===== src/rtl/acrt_pkg.sv =====
package acrt_pkg;

    localparam int unsigned FRAC_BITS  = 16;
    localparam int unsigned RATIO_W    = FRAC_BITS + 1;
    localparam int unsigned FACTOR_W   = FRAC_BITS + 2;
    localparam int unsigned WIDTH_W    = 32;
    localparam int unsigned WINDOW_W   = 16;
    localparam int unsigned TALLY_W    = 16;
    localparam int unsigned PROD_W     = WIDTH_W + FACTOR_W;
    localparam int unsigned CFG_IDX_W  = 3;
    localparam int unsigned CFG_DATA_W = 32;

    localparam logic [RATIO_W-1:0] Q_ONE = RATIO_W'(1) << FRAC_BITS;

    // register indexes
    localparam logic [CFG_IDX_W-1:0] CFG_WINDOW_LENGTH = 3'd0;
    localparam logic [CFG_IDX_W-1:0] CFG_WIDTH_FLOOR   = 3'd1;
    localparam logic [CFG_IDX_W-1:0] CFG_WIDTH_CEILING = 3'd2;
    localparam logic [CFG_IDX_W-1:0] CFG_TARGET_RATIO  = 3'd3;
    localparam logic [CFG_IDX_W-1:0] CFG_START_WIDTH   = 3'd4;

    // register reset values
    localparam logic [WINDOW_W-1:0] RST_WINDOW_LENGTH = 16'd100;
    localparam logic [WIDTH_W-1:0]  RST_WIDTH_FLOOR   = 32'd0;
    localparam logic [WIDTH_W-1:0]  RST_WIDTH_CEILING = 32'd65536;
    localparam logic [RATIO_W-1:0]  RST_TARGET_RATIO  = 17'd32768;
    localparam logic [WIDTH_W-1:0]  RST_START_WIDTH   = 32'd32768;

    // result tdata layout, lowest bit up
    localparam int unsigned OUT_WIDTH_LO = 0;
    localparam int unsigned OUT_RATIO_LO = OUT_WIDTH_LO + WIDTH_W;
    localparam int unsigned OUT_ACC_LO   = OUT_RATIO_LO + RATIO_W;
    localparam int unsigned OUT_REJ_LO   = OUT_ACC_LO + TALLY_W;
    localparam int unsigned OUT_BITS     = OUT_REJ_LO + TALLY_W;
    localparam int unsigned OUT_TDATA_W  = ((OUT_BITS + 7) / 8) * 8;

    typedef struct packed {
        logic [TALLY_W-1:0] rejected_tally;
        logic [TALLY_W-1:0] accepted_tally;
        logic [RATIO_W-1:0] last_ratio;
        logic [WIDTH_W-1:0] step_width;
    } result_t;

    typedef struct packed {
        logic               done;
        logic [RATIO_W-1:0] quotient;
    } div_status_t;

endpackage


===== src/rtl/acceptance_ratio_stepwidth_tuner_core.sv =====
// Acceptance-ratio step width tuner.
// s_ channel: one trial outcome per transfer (tdata bit 0: 1 accepted, 0 rejected).
// m_ channel: one result per input transfer; tdata carries step width, ratio of the
//   last closed window and both tallies, tuser flags a transfer that closed a window.
// cfg channel: register writes (index, data), always ready; write only while idle.
//   A start_width write loads the working step width at once.
// Sequence: an outcome that does not close a window is presented in the cycle after
//   acceptance. An outcome that closes a window runs 17 iterations of
//   the shared compare-subtract unit in the ratio divider (one quotient bit each,
//   the first in the accepting cycle), then forms the scale factor, does the width
//   multiply and finally saturates and updates the width.
// Throughput: one outcome per cycle inside a window while the receiver keeps up.
// s_tready is low while a window close is in progress and while a finished result
//   is held in the output register and the receiver stalls; m_ holds its transfer
//   stable until m_tready.
// Reset (aresetn low, synchronous) restores all register defaults, clears both
//   counts and the last ratio, and loads the working width from start_width.
module acceptance_ratio_stepwidth_tuner_core #(
    parameter int unsigned COUNT_BITS = 16
) (
    input  logic                                aclk,
    input  logic                                aresetn,
    input  logic                                s_tvalid,
    output logic                                s_tready,
    input  logic [7:0]                          s_tdata,   // [0] was_accepted
    output logic                                m_tvalid,
    input  logic                                m_tready,
    // [31:0] step_width, [48:32] last_ratio, [64:49] accepted_tally,
    // [80:65] rejected_tally, rest zero
    output logic [acrt_pkg::OUT_TDATA_W-1:0]    m_tdata,
    output logic [0:0]                          m_tuser,   // [0] adjusted
    input  logic                                cfg_valid,
    output logic                                cfg_ready,
    input  logic [acrt_pkg::CFG_IDX_W-1:0]      cfg_index,
    input  logic [acrt_pkg::CFG_DATA_W-1:0]     cfg_data
);

    localparam int unsigned CW = ((COUNT_BITS > acrt_pkg::WINDOW_W) ?
                                  COUNT_BITS : acrt_pkg::WINDOW_W) + 1;
    localparam logic [COUNT_BITS-1:0] CMAX = {COUNT_BITS{1'b1}};

    localparam logic [1:0] ST_IDLE = 2'd0;
    localparam logic [1:0] ST_DIV  = 2'd1;
    localparam logic [1:0] ST_MUL  = 2'd2;
    localparam logic [1:0] ST_FIN  = 2'd3;

    logic [1:0] state_reg, state_next;

    logic [acrt_pkg::WINDOW_W-1:0] window_reg;
    logic [acrt_pkg::WIDTH_W-1:0]  floor_reg;
    logic [acrt_pkg::WIDTH_W-1:0]  ceil_reg;
    logic [acrt_pkg::RATIO_W-1:0]  target_reg;

    logic [COUNT_BITS-1:0]          acc_reg, acc_next;
    logic [COUNT_BITS-1:0]          rej_reg, rej_next;
    logic [acrt_pkg::WIDTH_W-1:0]   width_reg, width_next;
    logic [acrt_pkg::RATIO_W-1:0]   ratio_reg, ratio_next;
    logic [acrt_pkg::FACTOR_W-1:0]  factor_reg, factor_next;
    logic                           shrink_reg, shrink_next;
    logic [acrt_pkg::PROD_W-1:0]    prod_reg, prod_next;

    acrt_pkg::result_t              res_reg, res_next;
    logic                           adj_reg, adj_next;
    logic                           mvalid_reg, mvalid_next;

    logic                           s_fire;
    logic                           cfg_fire;
    logic [COUNT_BITS-1:0]          acc_inc;
    logic [COUNT_BITS-1:0]          rej_inc;
    logic [COUNT_BITS:0]            total;
    logic [CW-1:0]                  limit;
    logic                           closes;
    logic                           div_start;
    logic [acrt_pkg::RATIO_W-1:0]   target_eff;
    logic [acrt_pkg::WIDTH_W+1:0]   grown;
    logic [acrt_pkg::WIDTH_W-1:0]   width_adj;
    acrt_pkg::div_status_t          div_status;

    assign cfg_ready = 1'b1;
    assign cfg_fire  = cfg_valid;
    assign s_tready  = (state_reg == ST_IDLE) && (!mvalid_reg || m_tready);
    assign s_fire    = s_tvalid && s_tready;

    always_comb begin
        acc_inc = acc_reg;
        rej_inc = rej_reg;
        if (s_tdata[0]) begin
            if (acc_reg != CMAX) acc_inc = acc_reg + COUNT_BITS'(1);
        end else begin
            if (rej_reg != CMAX) rej_inc = rej_reg + COUNT_BITS'(1);
        end
        total = {1'b0, acc_inc} + {1'b0, rej_inc};
        limit = (CW'(window_reg) < CW'(CMAX)) ? CW'(window_reg) : CW'(CMAX);
        closes = CW'(total) >= limit;
        div_start = s_fire && closes;
        target_eff = (target_reg > acrt_pkg::Q_ONE) ? acrt_pkg::Q_ONE : target_reg;
    end

    acrt_div #(
        .W (COUNT_BITS)
    ) u_div (
        .aclk     (aclk),
        .aresetn  (aresetn),
        .start    (div_start),
        .dividend (acc_inc),
        .divisor  (total[COUNT_BITS-1:0]),
        .status   (div_status)
    );

    always_comb begin
        grown = prod_reg[acrt_pkg::PROD_W-1:acrt_pkg::FRAC_BITS];
        width_adj = width_reg;
        if (shrink_reg) begin
            if (width_reg > floor_reg) width_adj = grown[acrt_pkg::WIDTH_W-1:0];
        end else if (width_reg >= ceil_reg) begin
            width_adj = ceil_reg;
        end else if (grown >= (acrt_pkg::WIDTH_W+2)'(ceil_reg)) begin
            width_adj = ceil_reg;
        end else begin
            width_adj = grown[acrt_pkg::WIDTH_W-1:0];
        end
    end

    always_comb begin
        state_next  = state_reg;
        acc_next    = acc_reg;
        rej_next    = rej_reg;
        width_next  = width_reg;
        ratio_next  = ratio_reg;
        factor_next = factor_reg;
        shrink_next = shrink_reg;
        prod_next   = prod_reg;
        res_next    = res_reg;
        adj_next    = adj_reg;
        mvalid_next = mvalid_reg && !m_tready;

        if (cfg_fire && cfg_index == acrt_pkg::CFG_START_WIDTH) begin
            width_next = cfg_data;
        end

        unique case (state_reg)
            ST_IDLE: begin
                if (s_fire) begin
                    if (closes) begin
                        state_next = ST_DIV;
                    end else begin
                        acc_next    = acc_inc;
                        rej_next    = rej_inc;
                        res_next.step_width     = width_reg;
                        res_next.last_ratio     = ratio_reg;
                        res_next.accepted_tally = acrt_pkg::TALLY_W'(acc_inc);
                        res_next.rejected_tally = acrt_pkg::TALLY_W'(rej_inc);
                        adj_next    = 1'b0;
                        mvalid_next = 1'b1;
                    end
                end
            end
            ST_DIV: begin
                if (div_status.done) begin
                    ratio_next  = div_status.quotient;
                    factor_next = {1'b0, acrt_pkg::Q_ONE}
                                + {1'b0, div_status.quotient} - {1'b0, target_eff};
                    shrink_next = div_status.quotient < target_eff;
                    state_next  = ST_MUL;
                end
            end
            ST_MUL: begin
                prod_next  = acrt_pkg::PROD_W'(width_reg) * acrt_pkg::PROD_W'(factor_reg);
                state_next = ST_FIN;
            end
            ST_FIN: begin
                width_next  = width_adj;
                acc_next    = '0;
                rej_next    = '0;
                res_next.step_width     = width_adj;
                res_next.last_ratio     = ratio_reg;
                res_next.accepted_tally = '0;
                res_next.rejected_tally = '0;
                adj_next    = 1'b1;
                mvalid_next = 1'b1;
                state_next  = ST_IDLE;
            end
            default: state_next = ST_IDLE;
        endcase
    end

    always_ff @(posedge aclk) begin
        if (!aresetn) begin
            state_reg  <= ST_IDLE;
            window_reg <= acrt_pkg::RST_WINDOW_LENGTH;
            floor_reg  <= acrt_pkg::RST_WIDTH_FLOOR;
            ceil_reg   <= acrt_pkg::RST_WIDTH_CEILING;
            target_reg <= acrt_pkg::RST_TARGET_RATIO;
            acc_reg    <= '0;
            rej_reg    <= '0;
            width_reg  <= acrt_pkg::RST_START_WIDTH;
            ratio_reg  <= '0;
            mvalid_reg <= 1'b0;
        end else begin
            state_reg  <= state_next;
            acc_reg    <= acc_next;
            rej_reg    <= rej_next;
            width_reg  <= width_next;
            ratio_reg  <= ratio_next;
            mvalid_reg <= mvalid_next;
            if (cfg_fire) begin
                unique case (cfg_index)
                    acrt_pkg::CFG_WINDOW_LENGTH:
                        window_reg <= cfg_data[acrt_pkg::WINDOW_W-1:0];
                    acrt_pkg::CFG_WIDTH_FLOOR:   floor_reg  <= cfg_data;
                    acrt_pkg::CFG_WIDTH_CEILING: ceil_reg   <= cfg_data;
                    acrt_pkg::CFG_TARGET_RATIO:
                        target_reg <= cfg_data[acrt_pkg::RATIO_W-1:0];
                    // start width goes straight into the working width
                    acrt_pkg::CFG_START_WIDTH: ;
                    default: ;
                endcase
            end
        end
        factor_reg <= factor_next;
        shrink_reg <= shrink_next;
        prod_reg   <= prod_next;
        res_reg    <= res_next;
        adj_reg    <= adj_next;
    end

    assign m_tvalid = mvalid_reg;
    assign m_tdata  = acrt_pkg::OUT_TDATA_W'(res_reg);
    assign m_tuser  = adj_reg;

endmodule


===== src/rtl/acrt_div.sv =====
module acrt_div #(
    parameter int unsigned W = 16
) (
    input  logic                 aclk,
    input  logic                 aresetn,
    input  logic                 start,
    input  logic [W-1:0]         dividend,
    input  logic [W-1:0]         divisor,
    output acrt_pkg::div_status_t status
);

    localparam int unsigned STEP_W = $clog2(acrt_pkg::FRAC_BITS + 1);

    logic [W-1:0]                   rem_reg, rem_next;
    logic [W-1:0]                   dvs_reg, dvs_next;
    logic [acrt_pkg::RATIO_W-1:0]   quot_reg, quot_next;
    logic [STEP_W-1:0]              cnt_reg, cnt_next;
    logic                           busy_reg, busy_next;
    logic                           done_reg, done_next;

    logic [W:0]   op_a;
    logic [W:0]   op_b;
    logic [W+1:0] diff;
    logic         fits;

    // single compare-subtract shared by the first quotient bit and the fraction steps
    always_comb begin
        op_a = start ? {1'b0, dividend} : {rem_reg, 1'b0};
        op_b = start ? {1'b0, divisor} : {1'b0, dvs_reg};
        diff = {1'b0, op_a} - {1'b0, op_b};
        fits = !diff[W+1];
    end

    always_comb begin
        rem_next  = rem_reg;
        dvs_next  = dvs_reg;
        quot_next = quot_reg;
        cnt_next  = cnt_reg;
        busy_next = busy_reg;
        done_next = 1'b0;
        if (start) begin
            rem_next  = fits ? diff[W-1:0] : dividend;
            dvs_next  = divisor;
            quot_next = {{(acrt_pkg::RATIO_W-1){1'b0}}, fits};
            cnt_next  = STEP_W'(acrt_pkg::FRAC_BITS);
            busy_next = 1'b1;
        end else if (busy_reg) begin
            // remainder stays below the divisor, so the low W bits hold it
            rem_next  = fits ? diff[W-1:0] : op_a[W-1:0];
            quot_next = {quot_reg[acrt_pkg::RATIO_W-2:0], fits};
            cnt_next  = cnt_reg - STEP_W'(1);
            if (cnt_reg == STEP_W'(1)) begin
                busy_next = 1'b0;
                done_next = 1'b1;
            end
        end
    end

    always_ff @(posedge aclk) begin
        if (!aresetn) begin
            busy_reg <= 1'b0;
            done_reg <= 1'b0;
            cnt_reg  <= '0;
        end else begin
            busy_reg <= busy_next;
            done_reg <= done_next;
            cnt_reg  <= cnt_next;
        end
        rem_reg  <= rem_next;
        dvs_reg  <= dvs_next;
        quot_reg <= quot_next;
    end

    assign status.done     = done_reg;
    assign status.quotient = quot_reg;

endmodule


===== config.mk =====
export PLATFORM = sky130hd
export DESIGN_NAME = acceptance_ratio_stepwidth_tuner_core
export DESIGN_NICKNAME = d
export VERILOG_FILES = /design/src/rtl/acrt_pkg.sv /design/src/rtl/acceptance_ratio_stepwidth_tuner_core.sv /design/src/rtl/acrt_div.sv
export SDC_FILE = /design/constraint.sdc
export NUM_CORES = 2
export LEC_CHECK = 0
export BUFFER_PORTS_ARGS = -buffer_cell sky130_fd_sc_hd__buf_2
export CAP_MARGIN = 25
export CORE_MARGIN = 2
export CORE_UTILIZATION = 61
export CTS_CLUSTER_SIZE = 25
export DETAILED_ROUTE_END_ITERATION = 8
export PLACE_DENSITY = 0.85
export SLEW_MARGIN = 5
export SYNTH_ARGS = -nofsm -noshare
export SYNTH_HDL_FRONTEND = slang
export SYNTH_HIERARCHICAL = 1
export SYNTH_SLANG_ARGS = --single-unit

===== constraint.sdc =====
create_clock -name aclk -period 21.4 [get_ports aclk]
set_input_delay 4.28 -clock aclk [delete_from_list [all_inputs] [get_ports aclk]]
set_output_delay 4.28 -clock aclk [all_outputs]
set_load 0.01 [all_outputs]

==> flow_metrics.env <==
export IMPL_status="finished clean"
export IMPL_cpPeakStageDelay_ns=0.67
export IMPL_grt_pass1_wl_mm=163
export IMPL_setup_worst_path_start_class="primary input"
export IMPL_setup_viol=0
export IMPL_synth_warnings=6
export IMPL_synth_area_leaders="fa_1, edfxtp_1, dfxtp_1"
export IMPL_die_y_um=254
export IMPL_drc=0
export IMPL_drt_iter0_drc=2684
export IMPL_post_place_ws_ns=8.72
export IMPL_first_pass_iters=6
export IMPL_setup_tns_ns=0
export IMPL_post_route_period_util_pct=57.2
export IMPL_cp_required_ns=21.69
export IMPL_rows=91
export IMPL_ant_nets=0
export IMPL_seq_area_frac_synth_pct=23.9
export IMPL_area_growth_syn_to_layout_pct=6.75
export IMPL_portBuffers=124
export IMPL_hold_viol=0
export IMPL_worst_slack_ns=9.16
export IMPL_htreeDepth=2
export IMPL_io_pin_count=140
export IMPL_clock_sinks=372
export IMPL_dr_total_vias=30000
export IMPL_cts_buffers=36
export IMPL_hold_ws_ns=0.431
export IMPL_nets=5020
export IMPL_yosys_area_top_type_share_pct=25.6
export IMPL_antenna_found_initial=4
export IMPL_drive_gt1_share_pct=8.90
export IMPL_cpMostUsedCell="ha_1"
export IMPL_critical_path_endpoint_type="flop"
export IMPL_hold_class="flop to flop"
export IMPL_synth_area_um2=38200
export IMPL_vias_per_cell=5.95
export IMPL_max_clock_path_buffers=3
export IMPL_syn_area_per_cell_um2=9.18
export IMPL_wirelength_mm=100
export IMPL_placed_cells=4971
export IMPL_place_hpwl_mm=71.4
export IMPL_finalNonFillerCells=5040
export IMPL_max_vdd_ir_drop_mv=0.0536
export IMPL_timing_fmax_mhz=81.7
export IMPL_synth_seq_cells=372
export IMPL_relSlewSlack_pct=28.0
export IMPL_grt_overflow_total=0
export IMPL_fin_worst_skew_ns=0.0280
export IMPL_powerDensity_nw_per_um2=42.7
export IMPL_yosysUniqueCellTypes=84
export IMPL_cts_tree="done"
export IMPL_async_flop_share_pct=0
export IMPL_layout_min_cycle_time_ns=12.24
export IMPL_grt_max_degree=63
export IMPL_path_class="primary input to flop"
export IMPL_multiInputGateArea_um2=25500
export IMPL_slew_viol_final=0
export IMPL_die_x_um=254
export IMPL_initial_utilization_pct=61.8
export IMPL_synth_edf_count=168
export IMPL_root_buffer="clkbuf_16"
export IMPL_core_area_um2=61800
export IMPL_grt_pass1_vias=31200
export IMPL_ys_flop_type="dfxtp_1"
export IMPL_postSynthCellCount=4158
export IMPL_detail_route_wl_per_cell_um=19.9
export IMPL_rsz0062_at_grt="false"
export IMPL_n_fill_cell=4651
export IMPL_track_usage_pct=32.1
export IMPL_synth_top_cell_by_area="fa_1"
export IMPL_seq_area_um2=9130
export IMPL_yosysMostFrequentCell="nand2_1"
export IMPL_cts_resized=0
export IMPL_post_cts_setup_buffers=0
export IMPL_die_area_um2=64600
export IMPL_gp_congestion=0.927
export IMPL_clk_latency_ns=0.55
export IMPL_crit_fanout=34
export IMPL_crit_path_top_delay_cell="a41oi_4"
export IMPL_maxCapViolations=0
export IMPL_cp_arrival_ns=12.52
export IMPL_hold_buffers=0
export IMPL_tightest_slew_ns=1.08
export IMPL_finalPower_uw=1740
export IMPL_p_leak_uw=0.0190
export IMPL_largest_reg_flops=81
export IMPL_clk_pin_slew_worst_paths_ns=0.06
export IMPL_synth_commonest_cells="nand2_1, inv_1, fa_1, ha_1, and2_1"
cell type report:
class | instances | area share (%)
well taps | 837 | 2.57
diodes | 2 | 0.0123
clock buffers | 45 | 2.50
clock inverters | 19 | 0.457
repair buffers | 197 | 2.96
flip-flops and latches | 372 | 22.4
inverters | 698 | 6.43
multi-input cells | 2870 | 62.7
layer usage:
metal | routed length [µm] | vias to the layer above | global-route usage (%)
met5 | 60 | - | 0.376
met4 | 5810 | 6 | 16.6
met3 | 9750 | 415 | 6.14
met2 | 47900 | 1617 | 53.7
met1 | 36900 | 14600 | 39.7
li1 | - | 13300 | -
final timing paths:
kind                                                  from                    endpoint  slack (ns)  depth (start not counted)
worst min-delay path            ratio_reg[13]$_SDFFE_PN0P_       m_tdata[45]$_DFFE_PP_        0.43                          0
worst max-delay path                            s_tdata[0]  u_div/rem_reg[6]$_DFFE_PP_        9.16                         32
worst max register to register     acc_reg[8]$_SDFFE_PN0P_  u_div/rem_reg[6]$_DFFE_PP_       12.15                         35
worst min register to register  ratio_reg[13]$_SDFFE_PN0P_       m_tdata[45]$_DFFE_PP_        0.43                          0
cells by family after synthesis:
group	Yosys count	synth area share, %
AND/OR/NAND/NOR	1319	15.9
buffers and inverters	922	9.46
adder cells (fa/ha/maj)	797	35.7
AO/OA/AOI/OAI	533	9.47
flip-flops	372	23.9
multiplexers	128	3.60
XOR/XNOR	85	1.95
other	2	0.0197
critical path, delay by kind of cell:
family	cells	cell delay (ns)
adder cells (fa/ha/maj)	4	1.30
XOR/XNOR	2	0.71
multiplexers	2	0.76
buffers and inverters	4	0.59
AO/OA/AOI/OAI	15	3.53
AND/OR/NAND/NOR	5	1.27
placed cells by master (no fill, tap or decap), types with 39 or more instances in the layout:
cell | synthesis | final
a21o_1 | 61 | 61
a21oi_1 | 195 | 195
and2_1 | 233 | 233
buf_2 | 7 | 124
buf_4 | 14 | 70
clkbuf_16 | 0 | 39
dfxtp_1 | 204 | 204
edfxtp_1 | 168 | 168
fa_1 | 489 | 489
ha_1 | 308 | 306
inv_1 | 696 | 695
mux2_2 | 51 | 51
mux2i_1 | 71 | 71
nand2_1 | 722 | 722
nor2_1 | 135 | 132
nor3_1 | 62 | 60
o21ai_0 | 63 | 62
xnor2_1 | 47 | 47
per-stage QoR:
stage                     cell area [µm²]  util, %
after floorplan                     38200        -
after global placement              39500     63.9
after detailed placement            39500     63.9
after CTS                           40700     65.8
after global routing                40800     65.9
final                               40800     65.9
report_power, final:
| part | switching [µW] | internal [µW] |
|---|---|---|
| Combinational | 192 | 112 |
| Clock | 290 | 376 |
| Sequential | 8.33 | 760 |
| Total | 490 | 1250 |
(Power assumes the default switching activity.)
